**src/hdl/lsc_pkg.sv**
```systemverilog
package lsc_pkg;

  typedef enum logic [1:0] {
    REQ_LOAD_LAG   = 2'd0,
    REQ_LOAD_CARRY = 2'd1,
    REQ_GENERATE   = 2'd2
  } req_type_e;

  // published lags and carry step (step is for 24-bit fractions, reduced per width)
  localparam int unsigned SHORT_LAG = 33;
  localparam longint unsigned CARRY_STEP_BASE = 64'd7654321;

  // carry modulus offset below 2^fraction_bits
  localparam int unsigned CARRY_MOD_OFFSET = 3;

endpackage

```
**src/hdl/lsc_cell.sv**
```systemverilog
module lsc_cell #(
  parameter int unsigned FRACTION_BITS = 24
) (
  input  logic                     clk_i,
  input  logic                     shift_i,
  input  logic [FRACTION_BITS-1:0] word_i,
  output logic [FRACTION_BITS-1:0] word_o
);

  logic [FRACTION_BITS-1:0] word_q;
  logic [FRACTION_BITS-1:0] word_d;

  assign word_d = shift_i ? word_i : word_q;

  always_ff @(posedge clk_i) begin
    word_q <= word_d;
  end

  assign word_o = word_q;

endmodule

```
**src/hdl/lsc_out_buf.sv**
```systemverilog
module lsc_out_buf #(
  parameter int unsigned WIDTH = 24
) (
  input  logic             clk_i,
  input  logic             rst_ni,
  input  logic             push_i,
  input  logic [WIDTH-1:0] data_i,
  output logic             full_o,
  output logic             valid_o,
  input  logic             stall_i,
  output logic [WIDTH-1:0] data_o
);

  logic [WIDTH-1:0] entry_q [2];
  logic             wr_ptr_q, wr_ptr_d;
  logic             rd_ptr_q, rd_ptr_d;
  logic [1:0]       count_q, count_d;
  logic             pop;

  assign valid_o = (count_q != 2'd0);
  assign full_o  = (count_q == 2'd2);
  assign pop     = valid_o && !stall_i;
  assign data_o  = entry_q[rd_ptr_q];

  always_comb begin
    wr_ptr_d = push_i ? !wr_ptr_q : wr_ptr_q;
    rd_ptr_d = pop ? !rd_ptr_q : rd_ptr_q;
    count_d  = count_q;
    if (push_i && !pop) begin
      count_d = count_q + 2'd1;
    end else if (pop && !push_i) begin
      count_d = count_q - 2'd1;
    end
  end

  always_ff @(posedge clk_i or negedge rst_ni) begin
    if (!rst_ni) begin
      wr_ptr_q <= 1'b0;
      rd_ptr_q <= 1'b0;
      count_q  <= 2'd0;
    end else begin
      wr_ptr_q <= wr_ptr_d;
      rd_ptr_q <= rd_ptr_d;
      count_q  <= count_d;
    end
  end

  always_ff @(posedge clk_i) begin
    if (push_i) begin
      entry_q[wr_ptr_q] <= data_i;
    end
  end

endmodule

```
**src/hdl/lagged_subtract_carry_rng.sv**
```systemverilog
// lagged subtract-with-carry uniform generator (lags LONG_LAG and 33)
// input channel: in_valid_i / in_stall_o with req_type_i and seed_word_i
//   load lag word  - shifts seed_word_i into the lag line as the newest word
//   load carry     - replaces the carry word
//   generate       - produces one random_fraction_o result
// output channel: out_valid_o / out_stall_i with random_fraction_o
// all LONG_LAG lag words must be loaded before the first generate request;
// the first lag word loaded becomes the oldest
// one request is taken per cycle while in_stall_o is low; the result of an
// accepted generate is registered in the output buffer behind any waiting results
// the lag words live in a line of LONG_LAG cells that all shift on each
// lag-word load or generate, so the two taps are fixed cells and no ring pointer exists
// results wait in a two-entry output buffer; in_stall_o rises only while
// both entries are held, so a stalled receiver stops intake after two results
// reset clears the carry and the output buffer; lag words stay undefined
module lagged_subtract_carry_rng #(
  parameter int unsigned LONG_LAG      = 97,
  parameter int unsigned FRACTION_BITS = 24
) (
  input  logic                     clk_i,
  input  logic                     rst_ni,
  input  logic                     in_valid_i,
  output logic                     in_stall_o,
  input  logic [1:0]               req_type_i,
  input  logic [FRACTION_BITS-1:0] seed_word_i,
  output logic                     out_valid_o,
  input  logic                     out_stall_i,
  output logic [FRACTION_BITS-1:0] random_fraction_o
);

  localparam int unsigned ShortLag = (lsc_pkg::SHORT_LAG < LONG_LAG) ?
                                     lsc_pkg::SHORT_LAG : LONG_LAG - 1;
  localparam longint unsigned CarryModFull =
    (64'd1 << FRACTION_BITS) - 64'(lsc_pkg::CARRY_MOD_OFFSET);
  localparam longint unsigned CarryStepFull = lsc_pkg::CARRY_STEP_BASE % CarryModFull;
  localparam logic [FRACTION_BITS-1:0] CarryStep = CarryStepFull[FRACTION_BITS-1:0];
  localparam logic [FRACTION_BITS-1:0] CarryWrap =
    FRACTION_BITS'(CarryModFull - CarryStepFull);

  logic                     accept;
  logic                     shift;
  logic                     gen;
  logic                     buf_full;
  logic [FRACTION_BITS-1:0] new_word;
  logic [FRACTION_BITS-1:0] lag_word [LONG_LAG];
  logic [FRACTION_BITS-1:0] carry_q, carry_d, carry_next;
  logic [FRACTION_BITS-1:0] diff_x;
  logic [FRACTION_BITS-1:0] result;

  assign in_stall_o = buf_full;
  assign accept     = in_valid_i && !buf_full;
  assign gen        = accept && (req_type_i == lsc_pkg::REQ_GENERATE);
  assign shift      = gen || (accept && (req_type_i == lsc_pkg::REQ_LOAD_LAG));

  // cell 0 holds the newest word, the last cell the oldest
  assign diff_x   = lag_word[LONG_LAG-1] - lag_word[ShortLag-1];
  assign new_word = (req_type_i == lsc_pkg::REQ_GENERATE) ? diff_x : seed_word_i;

  for (genvar i = 0; i < LONG_LAG; i++) begin : g_cell
    lsc_cell #(
      .FRACTION_BITS(FRACTION_BITS)
    ) u_cell (
      .clk_i  (clk_i),
      .shift_i(shift),
      .word_i ((i == 0) ? new_word : lag_word[(i == 0) ? 0 : i-1]),
      .word_o (lag_word[i])
    );
  end

  // carry steps down by a constant, wrapping modulo 2^n - 3
  assign carry_next = (carry_q >= CarryStep) ? (carry_q - CarryStep)
                                             : (carry_q + CarryWrap);
  assign result     = diff_x - carry_next;

  always_comb begin
    carry_d = carry_q;
    if (accept) begin
      case (req_type_i)
        lsc_pkg::REQ_LOAD_CARRY: carry_d = seed_word_i;
        lsc_pkg::REQ_GENERATE:   carry_d = carry_next;
        default:                 carry_d = carry_q;
      endcase
    end
  end

  always_ff @(posedge clk_i or negedge rst_ni) begin
    if (!rst_ni) begin
      carry_q <= '0;
    end else begin
      carry_q <= carry_d;
    end
  end

  lsc_out_buf #(
    .WIDTH(FRACTION_BITS)
  ) u_out_buf (
    .clk_i  (clk_i),
    .rst_ni (rst_ni),
    .push_i (gen),
    .data_i (result),
    .full_o (buf_full),
    .valid_o(out_valid_o),
    .stall_i(out_stall_i),
    .data_o (random_fraction_o)
  );

endmodule

```
**config.mk**
```make
export PLATFORM = sky130hd
export DESIGN_NAME = lagged_subtract_carry_rng
export DESIGN_NICKNAME = d
export VERILOG_FILES = /design/src/hdl/lsc_pkg.sv /design/src/hdl/lsc_cell.sv /design/src/hdl/lsc_out_buf.sv /design/src/hdl/lagged_subtract_carry_rng.sv
export SDC_FILE = /design/constraint.sdc
export NUM_CORES = 1
export LEC_CHECK = 0
export BUFFER_PORTS_ARGS = -buffer_cell sky130_fd_sc_hd__buf_2
export CORE_UTILIZATION = 30
export CTS_CLUSTER_SIZE = 12
export DETAILED_ROUTE_END_ITERATION = 16
export PLACE_DENSITY = 0.45
export SETUP_SLACK_MARGIN = 0.4
export SLEW_MARGIN = 25
export SYNTH_ARGS = -nofsm -noshare
export SYNTH_HDL_FRONTEND = slang
export SYNTH_HIERARCHICAL = 1
export SYNTH_SLANG_ARGS = --single-unit
```
**constraint.sdc**
```tcl
create_clock -name clk_i -period 112.8 [get_ports clk_i]
set_input_delay 5.64 -clock clk_i [delete_from_list [all_inputs] [get_ports clk_i]]
set_output_delay 5.64 -clock clk_i [all_outputs]
set_load 0.05 [all_outputs]
```
==> results summary, run 1 <==
The flip-flop cell with the highest count after synthesis is edfxtp_1. Ranked by total cell area, the synthesized netlist is headed by edfxtp_1, dfrtp_1, ha_1. The core box area is between 200,000 and 300,000 sq um. The shortest clock period the worst path allows after layout came out at approximately 11,000 ps. The headroom to the max-slew limit came out at 0.313.

The CTS buffer count is 234. The die width is 507 microns. By instance count, the leading cell after synthesis is edfxtp_1. The synthesized net count came out at slightly above 3,000. STA classifies the critical path startpoint as a primary input.

After synthesis the netlist holds a flip-flop and latch count of 2,404. The upper clock frequency limit came out at approximately 89 MHz. The number of hold violations in the final report is 0.

The remaining design rule violation count is 0. In the synthesized netlist, the cells that appear most often are edfxtp_1, a21oi_1, nor2_1, ha_1, nand2_1. The number of antenna violations at the first check in global routing was 5. Counting flops with a built-in enable in the synthesized netlist gives around 2,400.

The async set or reset register ratio after synthesis came out at 0.0116. The hold buffer count at cts came out at 0. The sequential standard cell area is a little over 70,000 sq um.

In this run the worst hold path is classified as reg -> reg. The combined area of the multi-input logic cells came out at roughly 4100 sq um. The transition time of the tightest slew-check pin is a little over 1000 ps. Summed over all layers, the global routing overflow is 0. The number of setup buffers added after CTS came out at 0. Cell internal power was estimated by the tool at ~1.6 mW. The max-cap violation count came out at 0. The number of port buffers is 55. The detailed-route vias per instance is just over 4.

The clock tree root driver cell is clkbuf_16. Clock-pin slew was measured on the worst setup and hold paths at ~60 ps. Walking the worst path, the cells encountered are buf_2 > nor2b_2 > o21a_4 > buf_4 > buf_4 > buf_12 > buf_12 > buf_12 > buf_16. Dividing the synthesized area by the synthesized cell count gives around 25 sq um. Setup total negative slack on the finished layout was measured at 0 ps. The data arrival time of the worst path is 11,670 ps. The cell count after synthesis is around 3,000.

The part of the power in combinational logic is 0.137. The number of buffers and inverters on the critical path is 7. The final route contains 27,700 vias. The net count of the finished layout is 3,410. TritonCTS built the clock tree. The slowest stage of the critical path belongs to the cell buf_4. The count of final max-slew check failures came out at 0.

The number of rows in the core area came out at between 150 and 200. The number of cells upsized or downsized after cts is 0. The detailed placer's ending HPWL is roughly 55,000 microns. The first global-routing pass estimated around 170,000 microns of wire. The number of H-tree levels came out at 4. The die outline area came out at 257,000 sq um.

The count of synthesis-stage warnings from yosys came out at 6. The required time reported for the critical path endpoint came out at about 110,000 ps. The count of unique library cells instantiated by Yosys came out at 70.

In this design, the stage delay of the slowest critical-path cell is roughly 860 ps. The post-synth design cell area came out at 76,400 sq um. The worst-case hold slack came out at ~370 ps. Setup repair after global routing left no endpoint under its margin. The run finished with clean final reports. Among the stages of the critical path, the cell type that occurs most often is buf_12. The number of ports placed on the die boundary is 56. The via count of the first global-routing pass is ~27,000.

The count of clock tree sinks is roughly 2,400. In this run, the number of DRC markers left after iteration 0 of detailed routing was 2,734. The proportion of synthesized chip area in sequential cells came out at 0.943. The switching portion of total power came out at 0.263. The first detailed-routing pass ran for 5 iterations.

The number of fillers in the final layout came out at roughly 23,000. The overall fraction of global-route tracks in use came out at 0.0843. The reported leakage power is approximately 28 nW. The net load switching power came out at around 0.57 mW.

The die height came out at between 500 and 600 microns. By startpoint and endpoint, the worst setup path is classified as in -> reg. The clock tree skew after final layout came out at 71.0 ps. The share of total power dissipated in the clock network is 0.324. For this configuration, the core starts out at a cell density of 0.303.

The clock passes through at most 3 buffers. The final clock period utilization by the worst path is 0.0991. Setup violations remaining at the end of the flow were counted as 0. The cell taking the most area after synthesis is edfxtp_1.

The largest driver fanout on the critical path is 180. Entering global routing, the biggest net connects roughly 210 pins. The worst IR drop on VDD came out at 23.1 uV. The clock reaches the later pin of the worst-skew pair after 860 ps. The remaining antenna violation count is 0. On the critical path the largest part of the delay comes from buffers and inverters. The ratio of cells with drive above 1 in the final layout is 0.121. The critical path capture point type is a register. Relative to the synthesized area, the layout overhead comes to 15.0%. The global placement routability congestion is 0.705. Of the total power, registers draw 0.540. Summing internal, switching and leakage power gives between 2 and 2.5 mW.

In this run the power density over the cells is 24.6 nW/um^2. The aggregate routed wire length came out at 108,000 microns. The worst reg-to-reg setup slack came out at approximately 110,000 ps. The average wire per cell in the routed design is about 16 microns. The fraction of post-synthesis cell area in the top cell type by area came out at 0.933.
-- power groups by stage --
stage / Combinational (mW) / Sequential, mW / Clock [mW]
5_1_grt: 0.324 / 1.18 / 0.764
3_5_place_dp: 0.313 / 1.19 / 0
4_1_cts: 0.313 / 1.17 / 0.734
6_report: 0.296 / 1.17 / 0.701
3_3_place_gp: 0.307 / 1.19 / 0
2_1_floorplan: 0.182 / 1.44 / 0
-- worst paths after layout --
path / startpoint / to / cells after the start
hold / removal: g_cell[52].u_cell/word_o[15]$_DFFE_PP_ / g_cell[53].u_cell/word_o[15]$_DFFE_PP_ / 0
max in group asynchronous: rst_ni / u_out_buf/rd_ptr_q$_DFFE_PN0P_ / 1
setup / recovery: in_valid_i / g_cell[21].u_cell/word_o[8]$_DFFE_PP_ / 9
hold reg to reg: g_cell[52].u_cell/word_o[15]$_DFFE_PP_ / g_cell[53].u_cell/word_o[15]$_DFFE_PP_ / 0
min in group asynchronous: rst_ni / carry_q[22]$_DFFE_PN0P_ / 1
setup reg to reg: u_out_buf/count_q[1]$_DFFE_PN0P_ / g_cell[21].u_cell/word_o[8]$_DFFE_PP_ / 9
-- worst reg2reg max path, delay by kind of cell (launching register included) --
family / cells / cell delay (ps)
AO/OA/AOI/OAI: 1 / 840
flip-flops: 1 / 400
AND/OR/NAND/NOR: 2 / 690
buffers and inverters: 6 / 4510
-- cell type report --
type,instances,share of cell area
flip-flops and latches,2404,0.820
clock buffers,307,0.0705
well taps,3348,0.0476
multi-input cells,554,0.0464
repair buffers,86,0.00716
clock inverters,63,0.00673
inverters,46,0.00196
diodes,2,0.0000569
-- flip-flops by register name, summed over array words and instances, names as in the netlist --
| name | count |
|---|---|
| g_cell.u_cell/word_o | 2328 |
| carry_q | 24 |
| u_out_buf/rd_ptr_q | 1 |
| u_out_buf/count_q | 2 |
| u_out_buf/wr_ptr_q | 1 |
| u_out_buf/entry_q | 48 |
-- kinds of logic (layout without fill, tap and decap cells) --
family | after synthesis | after routing | share of synthesized area
buf+inv | 74 | 502 | 0.00427
other cells | 0 | 2 | 0
mux | 43 | 43 | 0.00723
fa+ha+maj | 54 | 54 | 0.00904
simple gates | 193 | 193 | 0.0124
flops | 2404 | 2404 | 0.943
xor+xnor | 65 | 65 | 0.00745
compound gates | 199 | 199 | 0.0171
-- layout by cell type, fill, tap and decap left out, drive strengths merged, types with 10 or more instances in the layout --
master	count
xnor2	32
o21ai	38
edfxtp	2376
xor2	33
a21o	16
nor3	10
a21oi	57
mux2	41
nor2b	16
nor2	57
nand2	50
nand2b	10
o21a	14
clkinv	53
dfrtp	28
inv	53
ha	52
clkbuf	307
buf	86
-- per-stage QoR --
stage / utilization / instances / cell area, sq um / setup WS [ps]
after floorplan: - / 3032 / 76400 / 52060
final: 0.348 / 6810 / 87900 / 101620
after CTS: 0.348 / 6806 / 87800 / 101700
after global routing: 0.348 / 6808 / 87900 / 101150
after global placement: 0.321 / 6435 / 81000 / 100460
after detailed placement: 0.321 / 6436 / 81000 / 100710
-- routing by layer --
layer,part of all wire,track usage
met2,0.42,0.112
met3,0.047,0.0200
met5,0.00011,0
met4,0.031,0.0356
met1,0.50,0.129
Power figures use the tool's default switching activity.
==> run 2, diff against run 1 <==
Clock period 112.8 ns to 11.3 ns, I/O delays scaled along.
==> run 2 against run 1 <==
Compared with the run above: clock skew decreased by 30 ps; critical path depth increased by 8; flip-flop and latch count unchanged; setup slack got worse by 96000 ps; core utilization about the same; first-iteration DRC count decreased by 13%; power increased to 9.8 times the previous value; via count decreased by 0.18%; die area unchanged; sequential power increased to 10 times the previous value; critical path type is now reg -> reg; clock power increased to 10 times the previous value.
==> results summary, run 2 (synthesis gave the netlist of run 1 again) <==
The post-synthesis to final-layout area growth came out at 15.1% (about the same). In the layout the commonest cells are edfxtp_1, clkbuf_16, clkbuf_1, a21oi_1, nor2_1. The global-route congestion overflow total is 0 (unchanged). The placed instance count is 6,432 (-0.062%). The relative contribution of sequential cells to total power came to 0.551 (+0.011). The final worst-path setup slack is 5810 ps (-95,810 ps). The number of ports placed on the die boundary was 56 (unchanged). The part of the power in combinational logic came to 0.115 (-0.022). Setup repair after global routing left no endpoint under its margin. The data arrival time of the worst path came out at 6050 ps (-5620 ps). The number of hold violations in the final report is 0 (unchanged).

The most common library cell in the layout ignoring fill and taps is edfxtp_1. The iteration count of the initial detailed-routing pass came out at 5 (unchanged). The power per cell area is 240 nW/um^2 (+880%). The number of flip-flops in the largest register was 2,328 (unchanged).

The ratio of cells with drive above 1 in the final layout came out at 0.120 (-0.000810). The worst IR drop on VDD is 158 uV (+580%). The global placement routability congestion came out at 0.739 (+4.7%). The net count reported at finish is 3,407 (-0.088%). The number of cells upsized or downsized after cts is 0 (unchanged). The number of antenna violations at the first check in global routing is 8 (+3). The net load switching power was 5.18 mW (+810%). The cell sitting at the root of the clock tree is a clkbuf_16. The transition time of the tightest slew-check pin is 1080 ps (+47.0 ps). The detailed placer's ending HPWL came to 54,200 microns (-1.6%). STA classifies the critical path endpoint as a register.

The area of all placed cells without fillers came out at 88,000 sq um (about the same). The global-route wire length before repair is 168,000 microns (+0.33%). The first-iteration detailed-routing DRC count came out at 2,381 (-13%). The via count of the first global-routing pass came out at 27,300 (-0.34%). The aggregate routed wire length came out at 108,000 microns (-0.39%).

The largest driver fanout on the critical path came out at 9 (-95%). The cell family with the largest share of critical-path delay is compound AO/OA/AOI/OAI gates. The worst reg-to-reg setup slack came out at 5810 ps (-100,130 ps). The worst setup path is launched from a register. The clock-pin slew on the worst setup and hold paths is 60 ps (about the same). The worst stage delay on the critical path came out at 600 ps (-260 ps).

The final instance count without filler cells came out at 6,799 (-0.16%). The later-pin clock latency in the skew report is 850 ps (about the same). The shortest clock period the worst path allows after layout is between 5000 and 6000 ps. The post-placement setup slack came out at 5860 ps (-94,840 ps). The upper clock frequency limit is around 180 MHz. The headroom to the max-slew limit was 0.282 (-0.0313).

The count of final max-slew check failures was 0 (unchanged). The die outline area came out at 257,000 sq um (unchanged). The reported leakage power came out at 28.0 nW (about the same). The average wire per cell in the routed design was 15.8 microns (-0.23%).

The CTS buffer count came out at 232 (-0.85%). The remaining antenna violation count was 0 (unchanged). The final clock period utilization by the worst path is 0.486. The number of H-tree levels is 4 (unchanged). The internal portion of total power is 16.0 mW (+900%). In this design, the critical path's most frequently occurring cell is a221o_1.

The count of clock tree sinks came out at 2,404 (unchanged). The max-cap violation count came out at 0 (unchanged). The post-placement cell area came to 81,100 sq um (about the same). The required time reported for the critical path endpoint is 11,860 ps (-101,430 ps).

The core box area came out at 252,000 sq um (unchanged). The die width is 507 microns (unchanged). The number of rows in the core area came out at 184 (unchanged). The maximum buffer depth of the clock tree is 3 (unchanged).

The final-report setup violation count is 0 (unchanged). The slowest cell on the critical path is a21oi_1. The relative contribution of the clock network to total power is 0.333 (+0.009). The flow ran to the end, and the final reports show no timing, DRC or antenna violations.

The detailed-route vias per instance is 4.07 (about the same). The switching portion of total power came to 0.245 (-0.0178). The worst hold path belongs to the class in -> reg.

The clock tree skew after final layout is 41.2 ps (-29.8 ps). The remaining design rule violation count came out at 0 (unchanged). The number of buffers and inverters on the critical path came out at 0 (-7). The final total power is 21.1 mW (+880%).

The sum of negative setup slack is 0 ps (unchanged). By startpoint and endpoint, the worst setup path is classified as reg -> reg. The overall fraction of global-route tracks in use is 0.0839 (-0.000359). The starting density of the core came out at 0.303 (unchanged). Walking the worst path, the cells encountered are or2_1 > a221o_1 > a31o_1 > a21oi_1 > mux2_2 > ha_1 > nor2b_1 > o21ai_0 > a21boi_1 > o21ai_0 > a21boi_1 > a221o_1 > a21o_1 > a211o_1 > a221o_1 > a41oi_2 > o211ai_1. The die height is 507 microns (unchanged).

The maximum number of pins on one net before global-route repair is 199 (-5.7%). TritonCTS built the clock tree. The number of port buffers is 55 (unchanged). The total number of vias came out at 27,700 (-0.18%).
## run 2: cell count changes in the layout (fill, tap and decap cells not counted), sizes merged
cell         previous run  this run
clkinv                 53        42
buf                    86        82
clkinvlp                1         5
inv                    53        49
bufinv                  2         5
dlygate4sd3             0         3
clkbuf                307       306
diode                   2         1
## run 2: through the flow
step / utilization / hold WS, ps
floorplan: - / 269
global placement: 0.321 / 400
detailed placement: 0.321 / 405
CTS: 0.348 / 1.44
global route: 0.349 / 42.2
finish: 0.349 / 99.2
## run 2: worst reg2reg max path: cells and delay by family (launching register included)
family | cells | cell delay (ps)
DFF | 1 | 460
adders and majority gates | 1 | 270
AOI/OAI and AO/OA | 13 | 3550
muxes | 1 | 450
and+or+nand+nor | 2 | 480
## run 2: path summary, 6_finish.rpt
path	from	endpoint	cells past startpoint
worst min register to register	g_cell[85].u_cell/word_o[23]$_DFFE_PP_	g_cell[86].u_cell/word_o[23]$_DFFE_PP_	0
worst min-delay path	seed_word_i[7]	carry_q[7]$_DFFE_PN0P_	3
max in group asynchronous	rst_ni	u_out_buf/rd_ptr_q$_DFFE_PN0P_	2
worst max register to register	carry_q[16]$_DFFE_PN0P_	u_out_buf/entry_q[1][23]$_DFFE_PP_	17
min in group asynchronous	rst_ni	u_out_buf/wr_ptr_q$_DFFE_PN0P_	2
worst max-delay path	carry_q[16]$_DFFE_PN0P_	u_out_buf/entry_q[1][23]$_DFFE_PP_	17
## run 2: metal layers
metal,global-route usage,share of wire
met1,0.130,0.51
met5,0,0.00021
met3,0.0203,0.043
met2,0.112,0.42
met4,0.0321,0.026
## run 2: what timing repair did
item	CTS	global route
hold buffers	3	0
hold endpoints to repair	30	0
setup buffers	0	0
## run 2: area by class of cell
type | count | area (sq um)
Tap cell | 3348 | 4190
Fill cell | 23300 | 164000
Clock inverter | 55 | 678
Sequential cell | 2404 | 72100
Multi-Input combinational cell | 554 | 4090
Inverter | 46 | 185
Antenna cell | 1 | 2.50
Timing Repair Buffer | 85 | 656
Clock buffer | 306 | 6140
## run 2: power by group through the flow
| stage | sequential [mW] | clock [mW] | combinational (mW) |
|---|---|---|---|
| finish | 11.7 | 7.05 | 2.44 |
| global route | 11.8 | 7.68 | 2.70 |
| CTS | 11.7 | 7.38 | 2.48 |
| detailed placement | 11.8 | 0 | 2.48 |
| global placement | 11.8 | 0 | 2.44 |
| floorplan | 12.4 | 0 | 1.82 |
==> run 3, diff against run 2 <==
Settings changed: PLACE_DENSITY 0.45 to 0.46.
Clock period 11.3 ns to 4.85 ns, I/O delays scaled along.
==> run 3 against run 2 <==
Compared with the run above: sequential power rose by 130%; wire length rose by 1.6%; clock skew rose by 42 ps; first-iteration DRC count fell by 1.6%; non-clock buffer count rose by 137; clock power rose by 130%; critical path type unchanged; critical endpoint unchanged.
==> results summary, run 3 (synthesis gave the netlist of run 1 again) <==
The library cell used most frequently in the layout, excluding fill and tap cells, is edfxtp_1. The transition time of the tightest slew-check pin came to 858 ps (-220 ps). The number of hold violations in the final report was 0 (unchanged).

The average wire per cell in the routed design came out at 15.8 microns (-0.32%). The clock tree skew after final layout came out at 83.2 ps (+42.0 ps). The upper clock frequency limit came out at 214 MHz (+18%).

The headroom to the max-slew limit came out at 0.428 (+0.146). Setup repair after global routing could not meet its margin everywhere. The aggregate routed wire length came out at 109,000 microns (+1.6%). By startpoint and endpoint, the worst setup path is classified as reg -> reg. The die outline area is 257,000 sq um (unchanged). The detailed placer's ending HPWL came out at 55,900 microns (+3.1%).

The post-synthesis to final-layout area growth is 17.0%. The number of H-tree levels is 4 (unchanged). The number of antenna violations at the first check in global routing came out at 8 (unchanged). In this run the worst hold path is classified as in -> async. The total number of vias was 28,200 (+1.9%). The via count of the first global-routing pass came to 27,900 (+2.3%). The remaining design rule violation count came out at 0 (unchanged). The starting density of the core is 0.303 (unchanged). The worst IR drop on VDD came out at 403 uV (+160%). The global-route wire length before repair came out at 172,000 microns (+2.1%). The global-route congestion overflow total is 0 (unchanged).

The first-iteration detailed-routing DRC count is 2,343 (-1.6%). The critical path capture point type is a register. The ratio of cells with drive above 1 in the final layout came out at 0.160 (+0.0402). The clock-pin slew on the worst setup and hold paths came out at 60 ps (about the same).

The net count reported at finish came out at 3,542 (+4.0%). Leaving out fill and tap cells, the most frequent cells in the layout are edfxtp_1, clkbuf_16, buf_4, clkbuf_1, nor2_1. The data arrival time of the worst path is 5190 ps (-860 ps). The count of final max-slew check failures is 0 (unchanged).

The global placement routability congestion is 0.739 (unchanged). The required time reported for the critical path endpoint was 5380 ps (-6480 ps). The power per cell area came out at 567 nW/um^2 (+140%). The overall fraction of global-route tracks in use is 0.0854 (+0.00146). The max-cap violation count is 0 (unchanged).

The CTS buffer count is 230 (-0.86%). The run finished with clean final reports. The sum of negative setup slack is 0 ps (unchanged). The TritonCTS clock tree is done. The worst setup path is launched from a register. The iteration count of the initial detailed-routing pass is 5 (unchanged). The maximum number of pins on one net before global-route repair was 142 (-29%). The count of clock tree sinks came to 2,404 (unchanged). The placed instance count is 6,523 (+1.4%). The final-report setup violation count came out at 0 (unchanged).

The remaining antenna violation count is 0 (unchanged). The number of port buffers came to 55 (unchanged). The die width was 507 microns (unchanged).

The final clock period utilization by the worst path came out at 0.961 (+0.476). The largest driver fanout on the critical path was 4 (-5). The later-pin clock latency in the skew report is 870 ps (+20 ps).

The die height is 507 microns (unchanged). The reported leakage power came out at 28.7 nW (+2.6%). The number of flip-flops in the largest register is 2,328 (unchanged). The maximum buffer depth of the clock tree is 3 (unchanged). The core box area came out at 252,000 sq um (unchanged). The number of rows in the core area is 184 (unchanged). The final instance count without filler cells came out at 6,928 (+1.9%). The shortest clock period the worst path allows after layout came out at 4660 ps (-827 ps). Clock tree synthesis selected as its root buffer the cell clkbuf_16. The detailed-route vias per instance came out at 4.07 (about the same).

The worst reg-to-reg setup slack came out at 190 ps (-5620 ps). The number of ports placed on the die boundary is 56 (unchanged).
-- run 3: path summary, 6_finish.rpt --
| path | startpoint | endpoint | cells past startpoint |
|---|---|---|---|
| setup / recovery | carry_q[0]$_DFFE_PN0P_ | u_out_buf/entry_q[1][23]$_DFFE_PP_ | 20 |
| hold / removal | rst_ni | carry_q[1]$_DFFE_PN0P_ | 2 |
| setup reg to reg | carry_q[0]$_DFFE_PN0P_ | u_out_buf/entry_q[1][23]$_DFFE_PP_ | 20 |
| hold reg to reg | g_cell[23].u_cell/word_o[0]$_DFFE_PP_ | g_cell[24].u_cell/word_o[0]$_DFFE_PP_ | 0 |
| max in group asynchronous | rst_ni | u_out_buf/wr_ptr_q$_DFFE_PN0P_ | 2 |
| min in group clk_i | req_type_i[1] | carry_q[23]$_DFFE_PN0P_ | 4 |
-- run 3: report_power, final --
part | total [mW] | internal, mW | leakage (nW) | switching [mW]
Combinational | 7.38 | 2.71 | 3.19 | 4.66
Clock | 16.3 | 8.98 | 3.23 | 7.30
Sequential | 27.1 | 26.3 | 22.3 | 0.725
Total | 50.7 | 38.0 | 28.7 | 12.7
-- run 3: final cells by class --
type	count	area, sq um
Antenna cell	2	5.00
Clock buffer	306	6060
Clock inverter	46	688
Fill cell	23100	163000
Inverter	46	185
Multi-Input combinational cell	554	4400
Sequential cell	2404	72100
Tap cell	3348	4190
Timing Repair Buffer	222	1880
-- run 3: per-stage QoR --
stage	hold WS, ps	worst slack (ps)	utilization	area [sq um]	total power, mW
6_report	90.5	187	0.355	89500	50.7
5_1_grt	68.0	-2.65	0.355	89500	53.1
4_1_cts	0.682	237	0.354	89200	51.3
3_5_place_dp	390	-44.8	0.325	81900	34.2
3_3_place_gp	386	-18.4	0.325	81900	34.1
2_1_floorplan	-53.1	-13230	-	76500	33.2
-- run 3: routing by layer --
| layer | part of all wire | up-vias | global-route usage |
|---|---|---|---|
| met5 | 0.00035 | - | 0 |
| met4 | 0.026 | 6 | 0.0313 |
| met3 | 0.043 | 214 | 0.0204 |
| met2 | 0.42 | 456 | 0.115 |
| met1 | 0.51 | 14600 | 0.132 |
| li1 | - | 12900 | - |
-- run 3: repair_timing --
action,in CTS,in global routing
buffers inserted,17,8
gates resized for setup,40,34
pin swaps,42,20
endpoints found under the setup margin,14,20
hold buffers,26,0
endpoints found under the hold margin,79,0
-- run 3: worst max-delay path, cell delays in order (launching register included) --
cell      delay [ps]
dfrtp_1          400
inv_1            100
ha_2             200
nor2b_4          140
o211ai_1         160
a31o_1           320
a21oi_4          180
buf_6            130
a21oi_1           50
o31ai_2          280
xor2_1           230
ha_1             290
buf_6            140
a21oi_2          130
a21boi_2          80
a221o_1          340
a21o_1           220
a211o_1          250
a221o_1          400
a41oi_2          190
o211ai_1         120
